`src/design/thc_pkg.sv`:
```
// Shared types, codes and helper functions for the heater control block.
package thc_pkg;

    localparam int TEMP_W = 16;
    localparam int SUM_W  = TEMP_W + 2;

    // item modes
    localparam logic [1:0] MODE_TICK    = 2'd0;
    localparam logic [1:0] MODE_REQUEST = 2'd1;
    localparam logic [1:0] MODE_IGNORE  = 2'd2;

    // target states
    localparam logic [1:0] TARGET_NONOP  = 2'd0;
    localparam logic [1:0] TARGET_OP     = 2'd1;
    localparam logic [1:0] TARGET_HEAT   = 2'd2;
    localparam logic [1:0] TARGET_IGNORE = 2'd3;

    // component status
    localparam logic [2:0] STATUS_UNKNOWN  = 3'd0;
    localparam logic [2:0] STATUS_LOW      = 3'd1;
    localparam logic [2:0] STATUS_OP       = 3'd2;
    localparam logic [2:0] STATUS_HIGH     = 3'd3;
    localparam logic [2:0] STATUS_LOW_IGN  = 3'd4;
    localparam logic [2:0] STATUS_OP_IGN   = 3'd5;
    localparam logic [2:0] STATUS_HIGH_IGN = 3'd6;

    // heater commands
    localparam logic [1:0] CMD_DONT_CARE = 2'd0;
    localparam logic [1:0] CMD_ON        = 2'd1;
    localparam logic [1:0] CMD_OFF       = 2'd2;

    // request results
    localparam logic [1:0] REQ_OK      = 2'd0;
    localparam logic [1:0] REQ_REFUSED = 2'd1;
    localparam logic [1:0] REQ_INVALID = 2'd2;

    // configuration register indexes
    localparam logic [2:0] REG_LOWER_OP_LIMIT   = 3'd0;
    localparam logic [2:0] REG_UPPER_OP_LIMIT   = 3'd1;
    localparam logic [2:0] REG_HEATER_ON_MARGIN = 3'd2;
    localparam logic [2:0] REG_HYSTERESIS_BAND  = 3'd3;
    localparam logic [2:0] REG_SWITCHOFF_MARGIN = 3'd4;
    localparam logic [2:0] REG_INITIAL_TARGET   = 3'd5;

    localparam logic signed [TEMP_W-1:0] LOWER_OP_LIMIT_RST   = -16'sd320;
    localparam logic signed [TEMP_W-1:0] UPPER_OP_LIMIT_RST   = 16'sd960;
    localparam logic signed [TEMP_W-1:0] HEATER_ON_MARGIN_RST = 16'sd32;
    localparam logic signed [TEMP_W-1:0] HYSTERESIS_BAND_RST  = 16'sd16;
    localparam logic signed [TEMP_W-1:0] SWITCHOFF_MARGIN_RST = 16'sd32;
    localparam logic [1:0]               INITIAL_TARGET_RST   = TARGET_OP;

    localparam logic signed [TEMP_W-1:0] TEMP_MAX = 16'sh7FFF;
    localparam logic signed [TEMP_W-1:0] TEMP_MIN = 16'sh8000;

    typedef struct packed {
        logic signed [TEMP_W-1:0] lower_op_limit;
        logic signed [TEMP_W-1:0] upper_op_limit;
        logic signed [TEMP_W-1:0] heater_on_margin;
        logic signed [TEMP_W-1:0] hysteresis_band;
        logic signed [TEMP_W-1:0] switchoff_margin;
    } cfg_t;

    typedef struct packed {
        logic [1:0]               mode;
        logic signed [TEMP_W-1:0] primary_temperature;
        logic                     primary_ok;
        logic signed [TEMP_W-1:0] redundant_one_temperature;
        logic                     redundant_one_ok;
        logic signed [TEMP_W-1:0] redundant_two_temperature;
        logic                     redundant_two_ok;
        logic signed [TEMP_W-1:0] module_temperature;
        logic                     module_ok;
        logic [1:0]               requested_state;
    } item_t;

    typedef struct packed {
        logic [1:0]               target;
        logic                     heating;
        logic [2:0]               status;
        logic signed [TEMP_W-1:0] temp;
        logic                     temp_valid;
        logic [1:0]               command;
        logic signed [TEMP_W-1:0] min_temp;
        logic signed [TEMP_W-1:0] max_temp;
    } state_t;

    typedef struct packed {
        logic signed [TEMP_W-1:0] chosen_temperature;
        logic                     chosen_valid;
        logic [2:0]               component_status;
        logic [1:0]               heater_command;
        logic signed [TEMP_W-1:0] lowest_seen;
        logic signed [TEMP_W-1:0] highest_seen;
        logic [1:0]               request_result;
        logic [1:0]               current_target;
    } result_t;

    function automatic logic [2:0] ignored_of(input logic [2:0] s);
        logic [2:0] r;
        case (s) inside
            STATUS_LOW:                                    r = STATUS_LOW_IGN;
            STATUS_OP:                                     r = STATUS_OP_IGN;
            STATUS_HIGH:                                   r = STATUS_HIGH_IGN;
            STATUS_LOW_IGN, STATUS_OP_IGN, STATUS_HIGH_IGN: r = s;
            default:                                       r = STATUS_UNKNOWN;
        endcase
        return r;
    endfunction

    function automatic logic signed [SUM_W-1:0] widen(input logic signed [TEMP_W-1:0] v);
        return {{(SUM_W-TEMP_W){v[TEMP_W-1]}}, v};
    endfunction

endpackage

```
`src/design/thc_cfg_regs.sv`:
```
// Configuration register file holding the temperature limits and margins.
module thc_cfg_regs (
    input  logic                clk,
    input  logic                rst_n,
    input  logic                cfg_write,
    input  logic [2:0]          cfg_index,
    input  logic [15:0]         cfg_data,
    output thc_pkg::cfg_t       cfg
);

    thc_pkg::cfg_t cfg_reg;
    thc_pkg::cfg_t cfg_next;

    always_comb
    begin
        cfg_next = cfg_reg;
        if (cfg_write)
        begin
            unique case (cfg_index)
                thc_pkg::REG_LOWER_OP_LIMIT:   cfg_next.lower_op_limit   = cfg_data;
                thc_pkg::REG_UPPER_OP_LIMIT:   cfg_next.upper_op_limit   = cfg_data;
                thc_pkg::REG_HEATER_ON_MARGIN: cfg_next.heater_on_margin = cfg_data;
                thc_pkg::REG_HYSTERESIS_BAND:  cfg_next.hysteresis_band  = cfg_data;
                thc_pkg::REG_SWITCHOFF_MARGIN: cfg_next.switchoff_margin = cfg_data;
                default:                       cfg_next = cfg_reg;
            endcase
        end
    end

    always_ff @(posedge clk or negedge rst_n)
    begin
        if (!rst_n)
        begin
            cfg_reg.lower_op_limit   <= thc_pkg::LOWER_OP_LIMIT_RST;
            cfg_reg.upper_op_limit   <= thc_pkg::UPPER_OP_LIMIT_RST;
            cfg_reg.heater_on_margin <= thc_pkg::HEATER_ON_MARGIN_RST;
            cfg_reg.hysteresis_band  <= thc_pkg::HYSTERESIS_BAND_RST;
            cfg_reg.switchoff_margin <= thc_pkg::SWITCHOFF_MARGIN_RST;
        end
        else
        begin
            cfg_reg <= cfg_next;
        end
    end

    assign cfg = cfg_reg;

endmodule

```
`src/design/thc_update.sv`:
```
// Per-word evaluation: sensor select, min/max, classification, heater command, requests, ignore.
module thc_update (
    input  thc_pkg::item_t   item,
    input  thc_pkg::state_t  state,
    input  thc_pkg::cfg_t    cfg,
    output thc_pkg::state_t  state_next,
    output thc_pkg::result_t result
);

    logic                                 found;
    logic signed [thc_pkg::TEMP_W-1:0]    t;
    logic signed [thc_pkg::SUM_W-1:0]     t_wide;
    logic signed [thc_pkg::SUM_W-1:0]     on_limit;
    logic signed [thc_pkg::SUM_W-1:0]     off_limit;
    logic [2:0]                           st;
    logic [1:0]                           req_result;

    // priority select: primary, redundant one, redundant two, module
    always_comb
    begin
        found = 1'b1;
        if (item.primary_ok)
            t = item.primary_temperature;
        else if (item.redundant_one_ok)
            t = item.redundant_one_temperature;
        else if (item.redundant_two_ok)
            t = item.redundant_two_temperature;
        else if (item.module_ok)
            t = item.module_temperature;
        else
        begin
            t = item.module_temperature;
            found = 1'b0;
        end
    end

    // thresholds are formed at full width, no saturation
    always_comb
    begin
        t_wide    = thc_pkg::widen(t);
        off_limit = thc_pkg::widen(cfg.upper_op_limit) - thc_pkg::widen(cfg.switchoff_margin);
        on_limit  = thc_pkg::widen(cfg.lower_op_limit) + thc_pkg::widen(cfg.heater_on_margin);
        if (state.heating)
            on_limit = on_limit + thc_pkg::widen(cfg.hysteresis_band);
    end

    always_comb
    begin
        if (t < cfg.lower_op_limit)
            st = thc_pkg::STATUS_LOW;
        else if (t < cfg.upper_op_limit)
            st = thc_pkg::STATUS_OP;
        else
            st = thc_pkg::STATUS_HIGH;
    end

    always_comb
    begin
        if (state.target == thc_pkg::TARGET_OP && item.requested_state != thc_pkg::TARGET_IGNORE)
            req_result = thc_pkg::REQ_REFUSED;
        else if (item.requested_state == thc_pkg::TARGET_NONOP)
            req_result = thc_pkg::REQ_INVALID;
        else
            req_result = thc_pkg::REQ_OK;
    end

    always_comb
    begin
        state_next = state;
        result.request_result = thc_pkg::REQ_OK;
        unique case (item.mode)
            thc_pkg::MODE_TICK:
            begin
                if (!found)
                begin
                    state_next.temp_valid = 1'b0;
                    state_next.status     = thc_pkg::STATUS_UNKNOWN;
                    state_next.command    = thc_pkg::CMD_DONT_CARE;
                end
                else
                begin
                    state_next.temp       = t;
                    state_next.temp_valid = 1'b1;
                    if (t < state.min_temp)
                        state_next.min_temp = t;
                    if (t > state.max_temp)
                        state_next.max_temp = t;
                    if (state.target == thc_pkg::TARGET_IGNORE)
                    begin
                        state_next.status  = thc_pkg::ignored_of(st);
                        state_next.heating = 1'b0;
                        state_next.command = thc_pkg::CMD_DONT_CARE;
                    end
                    else
                    begin
                        state_next.status = st;
                        if (t_wide > off_limit)
                        begin
                            state_next.heating = 1'b0;
                            state_next.command = thc_pkg::CMD_OFF;
                        end
                        else if (t_wide < on_limit)
                        begin
                            state_next.heating = 1'b1;
                            state_next.command = thc_pkg::CMD_ON;
                        end
                        else
                        begin
                            state_next.heating = 1'b0;
                            state_next.command = thc_pkg::CMD_DONT_CARE;
                        end
                    end
                end
            end
            thc_pkg::MODE_REQUEST:
            begin
                result.request_result = req_result;
                if (req_result == thc_pkg::REQ_OK)
                    state_next.target = item.requested_state;
            end
            thc_pkg::MODE_IGNORE:
            begin
                state_next.status = thc_pkg::ignored_of(state.status);
            end
            default:
            begin
                state_next = state;
            end
        endcase

        result.chosen_temperature = state_next.temp;
        result.chosen_valid       = state_next.temp_valid;
        result.component_status   = state_next.status;
        result.heater_command     = state_next.command;
        result.lowest_seen        = state_next.min_temp;
        result.highest_seen       = state_next.max_temp;
        result.current_target     = state_next.target;
    end

endmodule

```
`src/design/thermal_component_heater_control.sv`:
```
// Top level of the heater control block: input register, state, result register.
//
// Usage:
//   Input channel (in_valid / in_stall) carries one word per item: a mode,
//   four sensor readings with their ok bits and a requested target state.
//   Output channel (out_valid / out_stall) returns exactly one result word per
//   input word, in order.
//   Configuration channel (cfg_valid / cfg_ready, cfg_index, cfg_data) writes
//   the limits and margins; cfg_ready is always high. Writing initial_target
//   loads the stored target state at once. Write only while the block is idle.
//   A word accepted on the input is registered, evaluated in one pass of
//   logic and shown on the output once the result register is free.
//   Throughput: one word per cycle while out_stall is low; the single
//   evaluation stage that updates the controller state sets this figure.
//   When out_stall is high with a result shown, the result register holds;
//   an empty input register still takes one more word, then in_stall rises.
//   Reset sets the controller state to its defaults: target operational, status
//   unknown, lowest seen at the positive limit, highest seen at the negative.
module thermal_component_heater_control (
    input  logic               clk,
    input  logic               rst_n,

    input  logic               in_valid,
    output logic               in_stall,
    input  logic [1:0]         mode,
    input  logic signed [15:0] primary_temperature,
    input  logic               primary_ok,
    input  logic signed [15:0] redundant_one_temperature,
    input  logic               redundant_one_ok,
    input  logic signed [15:0] redundant_two_temperature,
    input  logic               redundant_two_ok,
    input  logic signed [15:0] module_temperature,
    input  logic               module_ok,
    input  logic [1:0]         requested_state,

    output logic               out_valid,
    input  logic               out_stall,
    output logic signed [15:0] chosen_temperature,
    output logic               chosen_valid,
    output logic [2:0]         component_status,
    output logic [1:0]         heater_command,
    output logic signed [15:0] lowest_seen,
    output logic signed [15:0] highest_seen,
    output logic [1:0]         request_result,
    output logic [1:0]         current_target,

    input  logic               cfg_valid,
    output logic               cfg_ready,
    input  logic [2:0]         cfg_index,
    input  logic [15:0]        cfg_data
);

    thc_pkg::cfg_t    cfg;
    thc_pkg::item_t   item_reg;
    thc_pkg::item_t   item_next;
    logic             item_valid_reg;
    logic             item_valid_next;
    thc_pkg::state_t  state_reg;
    thc_pkg::state_t  state_next;
    thc_pkg::state_t  state_upd;
    thc_pkg::result_t result_reg;
    thc_pkg::result_t result_next;
    thc_pkg::result_t result_upd;
    logic             out_valid_reg;
    logic             out_valid_next;
    logic             result_free;
    logic             in_accept;
    logic             cfg_write;
    logic             target_load;

    assign cfg_ready   = 1'b1;
    assign cfg_write   = cfg_valid && cfg_ready;
    assign target_load = cfg_write && (cfg_index == thc_pkg::REG_INITIAL_TARGET);

    thc_cfg_regs u_cfg_regs (
        .clk       (clk),
        .rst_n     (rst_n),
        .cfg_write (cfg_write),
        .cfg_index (cfg_index),
        .cfg_data  (cfg_data),
        .cfg       (cfg)
    );

    thc_update u_update (
        .item       (item_reg),
        .state      (state_reg),
        .cfg        (cfg),
        .state_next (state_upd),
        .result     (result_upd)
    );

    assign result_free = !out_valid_reg || !out_stall;
    assign in_stall    = item_valid_reg && !result_free;
    assign in_accept   = in_valid && !in_stall;

    always_comb
    begin
        item_next       = item_reg;
        // hold a waiting word while the result register is blocked
        item_valid_next = in_accept || (item_valid_reg && !result_free);
        state_next      = state_reg;
        result_next     = result_reg;
        out_valid_next  = out_valid_reg;

        if (in_accept)
        begin
            item_next.mode                      = mode;
            item_next.primary_temperature       = primary_temperature;
            item_next.primary_ok                = primary_ok;
            item_next.redundant_one_temperature = redundant_one_temperature;
            item_next.redundant_one_ok          = redundant_one_ok;
            item_next.redundant_two_temperature = redundant_two_temperature;
            item_next.redundant_two_ok          = redundant_two_ok;
            item_next.module_temperature        = module_temperature;
            item_next.module_ok                 = module_ok;
            item_next.requested_state           = requested_state;
        end

        // advance the evaluation stage whenever the result register is free
        if (result_free)
        begin
            out_valid_next  = item_valid_reg;
            if (item_valid_reg)
            begin
                state_next  = state_upd;
                result_next = result_upd;
            end
        end

        if (target_load)
            state_next.target = cfg_data[1:0];
    end

    always_ff @(posedge clk or negedge rst_n)
    begin
        if (!rst_n)
        begin
            item_valid_reg       <= 1'b0;
            out_valid_reg        <= 1'b0;
            state_reg.target     <= thc_pkg::INITIAL_TARGET_RST;
            state_reg.heating    <= 1'b0;
            state_reg.status     <= thc_pkg::STATUS_UNKNOWN;
            state_reg.temp       <= '0;
            state_reg.temp_valid <= 1'b0;
            state_reg.command    <= thc_pkg::CMD_DONT_CARE;
            state_reg.min_temp   <= thc_pkg::TEMP_MAX;
            state_reg.max_temp   <= thc_pkg::TEMP_MIN;
        end
        else
        begin
            item_valid_reg <= item_valid_next;
            out_valid_reg  <= out_valid_next;
            state_reg      <= state_next;
        end
    end

    always_ff @(posedge clk)
    begin
        item_reg   <= item_next;
        result_reg <= result_next;
    end

    assign out_valid          = out_valid_reg;
    assign chosen_temperature = result_reg.chosen_temperature;
    assign chosen_valid       = result_reg.chosen_valid;
    assign component_status   = result_reg.component_status;
    assign heater_command     = result_reg.heater_command;
    assign lowest_seen        = result_reg.lowest_seen;
    assign highest_seen       = result_reg.highest_seen;
    assign request_result     = result_reg.request_result;
    assign current_target     = result_reg.current_target;

endmodule
```
`config.mk`:
```
export PLATFORM = sky130hd
export DESIGN_NAME = thermal_component_heater_control
export DESIGN_NICKNAME = d
export VERILOG_FILES = /design/src/design/thc_pkg.sv /design/src/design/thc_cfg_regs.sv /design/src/design/thc_update.sv /design/src/design/thermal_component_heater_control.sv
export SDC_FILE = /design/constraint.sdc
export NUM_CORES = 1
export LEC_CHECK = 0
export ABC_CLOCK_PERIOD_IN_PS = 12930
export BUFFER_PORTS_ARGS = -buffer_cell sky130_fd_sc_hd__buf_2
export CAP_MARGIN = 20
export CORE_UTILIZATION = 64
export DETAILED_ROUTE_END_ITERATION = 7
export PLACE_DENSITY_LB_ADDON = 0.15
export SLEW_MARGIN = 20
export SYNTH_ARGS = -nofsm -noshare
export SYNTH_HDL_FRONTEND = slang
export SYNTH_SLANG_ARGS = --single-unit
```
`constraint.sdc`:
```
create_clock -name clk -period 12.93 [get_ports clk]
set_clock_uncertainty 0.05 [all_clocks]
set_input_delay 1.293 -clock clk [delete_from_list [all_inputs] [get_ports clk]]
set_output_delay 1.293 -clock clk [all_outputs]
set_load 0.005 [all_outputs]
```
Word-level counts from Yosys, hierarchy flattened
Cells that the tools add are included.

cells by class
  add/subtract/negate cells = 3
  magnitude comparators = 6
  equality and inequality tests = 22
  muxes and demuxes = 41
  reductions and logical operators = 26

operator list
  cell                count
  $mux 57             2
  $mux 16             6
  $mux 51             1
  $lt 16x16->1        3
  $mux 3              11
  $mux 32             1
  $eq 3x3->1 const B  8
  $add 17x16->18      1
  $eq 3x2->1 const B  6
  $lt 16x18->1        1
  $mux 18             1
  $add 16x16->17      1
  $gt 16x17->1        1
  $sub 16x16->17      1
  $gt 16x16->1        1
  $mux 2              7
  $reduce_and 2->1    7
  $mux 1              10
  $eq 3x1->1 const B  3
  $logic_not 2->1     3
  $pmux 3 s2          1
  $reduce_or 3->1     2
  $eq 2x1->1 const B  2
  $eq 2x2->1 const B  2
  other kinds (8)     16

storage, ports and cells
  register bits = 269

Logic depth before layout (Yosys ltp)
  depth in word-level cells = 18
  gate-level depth with buffers = 26

Cells and area by module
A second synthesis with hierarchy kept.

second synthesis, totals
  cell total of the unflattened synthesis = 1350
  area, all modules = 15676.3 µm²

by module, submodules not included
  module                            times used  cells each  area an instance (µm²)  sequential area each (µm²)
  thc_update                        1           912         6434.9                  0.0
  thermal_component_heater_control  1           265         6170.9                  5401.4
  thc_cfg_regs                      1           173         3070.4                  2021.9

Least setup slack after synthesis
No wires, ideal clock.

  kind = reg2reg
  start point = register u_cfg_regs.cfg_reg, in the netlist u_cfg_regs.cfg[32]
  end point = register state_reg[54] in the netlist's numbering
  arrival time = 4711 ps
  slack = 8085 ps
  cell stages (with the launch flop) = 23
  path buffers = 0
  path through = dfrtp_1 -> ha_1 -> inv_1 -> fa_1 -> nor2b_1 -> o31a_1 -> o211ai_1 -> nand2_1 -> a21oi_1 -> xnor2_1 -> ha_1 -> and3_1 -> a211o_1 -> or2_2 -> a21o_1 -> a211oi_1 -> a2bb2oi_1 -> ha_1 -> a21o_1 -> a2111oi_0 -> a211oi_1 -> or3_1 -> o21ai_0

between the ends
  word-level cells in the longest chain between the ends = 7

ends and longest elaborated chain
  element                 line                                     source
  from (decl)             thc_cfg_regs.sv:11                       thc_pkg::cfg_t cfg_reg;
  from (signal assigned)  thc_cfg_regs.sv:42                       cfg_reg <= cfg_next;
  $add 16x16->17 (*)      thc_update.sv:42                         on_limit = thc_pkg::widen(cfg.lower_op_limit) + thc_pkg::widen(cfg.heater_on_margin);
  $add 17x16->18          thc_update.sv:44                         on_limit = on_limit + thc_pkg::widen(cfg.hysteresis_band);
  $mux 18 (*)             thc_update.sv:43                         if (state.heating)
  $lt 16x18->1 (*)        thc_update.sv:102                        else if (t_wide < on_limit)
  $mux 1 (*)              thc_update.sv:102
  $mux 1 (*)              thc_update.sv:97                         if (t_wide > off_limit)
  $mux 4 (*)              thc_update.sv:88                         if (state.target == thc_pkg::TARGET_IGNORE)
  to (signal assigned)    thermal_component_heater_control.sv:153  state_reg <= state_next;
  to (decl)               thermal_component_heater_control.sv:58   thc_pkg::state_t state_reg;

Mark *: on every way between the ends. The rest lies on a longest branch, timed or not.
A chain may end at the register's enable or synchronous reset.

Worst setup path after layout
  start point = register u_cfg_regs.cfg_reg, in the netlist u_cfg_regs.cfg[64]
  end point = register state_reg[54] in the netlist's numbering

The elaborated chain is that of the path after synthesis.

==> flow_summary.json <==
{
  "fin_crit_sh": 0.425,
  "die_y_microns": 155,
  "dpl.cell_count": 1837,
  "crit_path_start_kind": "flop",
  "port-buffer-count": 155,
  "viasPerCell": 5.96,
  "setup_tns_ns": 0,
  "tightest_slew_ns": 1.04,
  "period_needed_ns": 5.49,
  "syn_inst": 1387,
  "core-area_sq_um": 22800,
  "drt_iter0_drc": 739,
  "max-slew-margin-rel": 0.308,
  "syn_avg_cell_area_sq_um": 10.8,
  "p_per_area_nw_per_um2": 211,
  "ant_nets": 0,
  "grt.overflow.total": 0,
  "antennaDiodeCount": 0,
  "total_leakage_power_uw": 0.00773,
  "drc": 0,
  "fmax_mhz": 182,
  "insertion_delay_ns": 0.57,
  "drive_gt1_frac": 0.226,
  "cts_tree": "built",
  "place_hpwl_mm": 24.9,
  "status": "finished, final reports clean",
  "grt_usage": 0.303,
  "cts_root_buffer": "clkbuf_16",
  "wl_per_cell_microns": 18.9,
  "dr.pass1.iters": 5,
  "ir_drop_mv": 0.141,
  "multi_input_area_sq_um": 7020,
  "die-area_sq_um": 24000,
  "vias": 11300,
  "postCtsSetupRepairBufs": 0,
  "start_util": 0.658,
  "grt_antenna_before_repair": 0,
  "cts_made_buffers": 28,
  "cts_buffer_depth": 3,
  "crit_path_end_kind": "flop",
  "finalNonFillerCells": 1890,
  "finalSetupViolCount": 0,
  "mostFrequentLayoutCells": "nand2_1 (157), buf_2 (154), ha_1 (145), edfxtp_1 (130)",
  "seq_area_sq_um": 7420,
  "ioPinCount": 157,
  "grt_pass1_wl_mm": 56.6,
  "largest_reg_flops": 80,
  "fin_nets": 1799,
  "ctsHoldBuffers": 0,
  "gp_congestion": 0.892,
  "fp.dieW_microns": 155,
  "power.total_uw": 3620,
  "wirelength_mm": 35.8,
  "synth_edf_count": 130,
  "grt_setup_unrepaired": "false",
  "syn2layout_area_growth_pct": 14.7,
  "cts_sinks": 269,
  "crit_type": "reg -> reg",
  "hold_violations": 0,
  "synthArstFlopShare": 0.517,
  "drv_slew": 0,
  "path_max_fanout": 5,
  "synth_cell_types": 64,
  "ys_warn_count": 0,
  "layout_commonest_cell": "nand2_1",
  "clk_pin_slew_worst_paths_ns": 0.07,
  "r2r_setup_slack_ns": 7.44,
  "crit_required_ns": 13.35,
  "synth_fp_nets": 1631,
  "drv_cap": 0,
  "rows": 55,
  "hold_class": "reg -> reg",
  "cts_max_level": 1,
  "fillers": 1551,
  "netlist_area_sq_um": 15000,
  "synth_top_flop_cell": "edfxtp_1",
  "grt_max_degree": 73,
  "cp_data_arrival_time_ns": 5.92,
  "yosysSeqAreaShare": 0.496,
  "grt_pass1_vias": 11000,
  "synth_seq_cells": 269,
  "cts_resized": 0
}
[final cells by class]
type	count	area share
repair buffers	181	0.0571
clock buffers	33	0.0425
multi-input cells	972	0.408
flip-flops and latches	269	0.432
clock inverters	19	0.0146
inverters	103	0.0225
well taps	313	0.0228
[where the power goes]
| part | leakage, uW | total (uW) | internal (uW) | switching [uW] |
|---|---|---|---|---|
| combinational | 0.00436 | 1530 | 675 | 850 |
| sequential | 0.00289 | 1250 | 1140 | 107 |
| clock | 0.000474 | 851 | 506 | 345 |
[synthesized netlist by cell type, types with 6 or more instances]
library cell  count  area, sq um
nand2_1         157          589
ha_1            145         1810
edfxtp_1        130         3900
a21oi_1         106          531
dfrtp_1         106         2650
inv_1           101          379
o21ai_0          84          420
mux2_2           82          923
nor2_1           70          263
nor3_1           36          180
clkbuf_1         34          128
dfstp_2          33          867
a21o_1           32          240
mux2i_1          28          280
xnor2_1          22          193
o21ai_1          17         85.1
nor2b_1          15         93.8
nand3_1          14         70.1
xor2_1           14          123
o21a_1           12         90.1
nand4_1          11         68.8
nand2b_1         10         62.6
a211oi_1          9         67.6
and3_1            9         56.3
a2111oi_0         7         61.3
a211o_1           7         61.3
o211ai_1          7         52.6
or3_1             7         43.8
a31oi_1           6         37.5
o21bai_1          6         45.0
[routing by layer]
| layer | global-route usage | share of wire | vias to the layer above |
|---|---|---|---|
| li1 | - | - | 5341 |
| met1 | 0.418 | 0.43 | 5440 |
| met2 | 0.493 | 0.46 | 416 |
| met3 | 0.0493 | 0.078 | 76 |
| met4 | 0.0962 | 0.028 | 0 |
| met5 | 0 | 0 | - |
[cell families after synthesis]
logic type	synth area share
fa+ha+maj	0.125
simple gates	0.107
xor+xnor	0.0210
compound gates	0.133
flops	0.496
mux	0.0803
buf+inv	0.0383
other cells	0.000250
[per-stage QoR]
step	instance area [sq um]	setup slack (ns)	hold slack (ns)	util
floorplan	15000	8.09	0.389	-
global placement	16200	7.77	0.416	0.710
detailed placement	16200	7.55	0.422	0.711
CTS	17200	7.49	0.436	0.754
global route	17200	7.08	0.447	0.754
finish	17200	7.44	0.434	0.754
[critical path, stage by stage (launching register included)]
cell,delay (ns)
dfrtp_1,0.38
ha_1,0.21
inv_1,0.07
fa_1,0.41
nor2b_1,0.16
o31a_1,0.21
o211ai_1,0.10
nand2_1,0.12
a21oi_1,0.10
xnor2_1,0.20
ha_1,0.32
a21oi_1,0.18
nor2b_1,0.09
a211o_1,0.29
or2_2,0.32
a21o_1,0.18
a211oi_1,0.27
a2bb2oi_1,0.22
ha_1,0.27
a21o_1,0.16
a2111oi_0,0.46
a211oi_1,0.18
or3_1,0.39
o21ai_0,0.08
[worst paths after layout]
check / from / endpoint / cells after the start
worst min register to register: state_reg[34]$_DFFE_PN0P_ / state_reg[34]$_DFFE_PN0P_ / 1
worst min-delay path: state_reg[34]$_DFFE_PN0P_ / state_reg[34]$_DFFE_PN0P_ / 1
max in group asynchronous: rst_n / u_cfg_regs.cfg[28]$_DFFE_PN0P_ / 2
worst max-delay path: u_cfg_regs.cfg[64]$_DFFE_PN0P_ / state_reg[54]$_DFFE_PN0P_ / 23
min in group asynchronous: rst_n / u_cfg_regs.cfg[2]$_DFFE_PN0P_ / 1
worst max register to register: u_cfg_regs.cfg[64]$_DFFE_PN0P_ / state_reg[54]$_DFFE_PN0P_ / 23
Note: power is estimated with default switching activity, not from simulation.
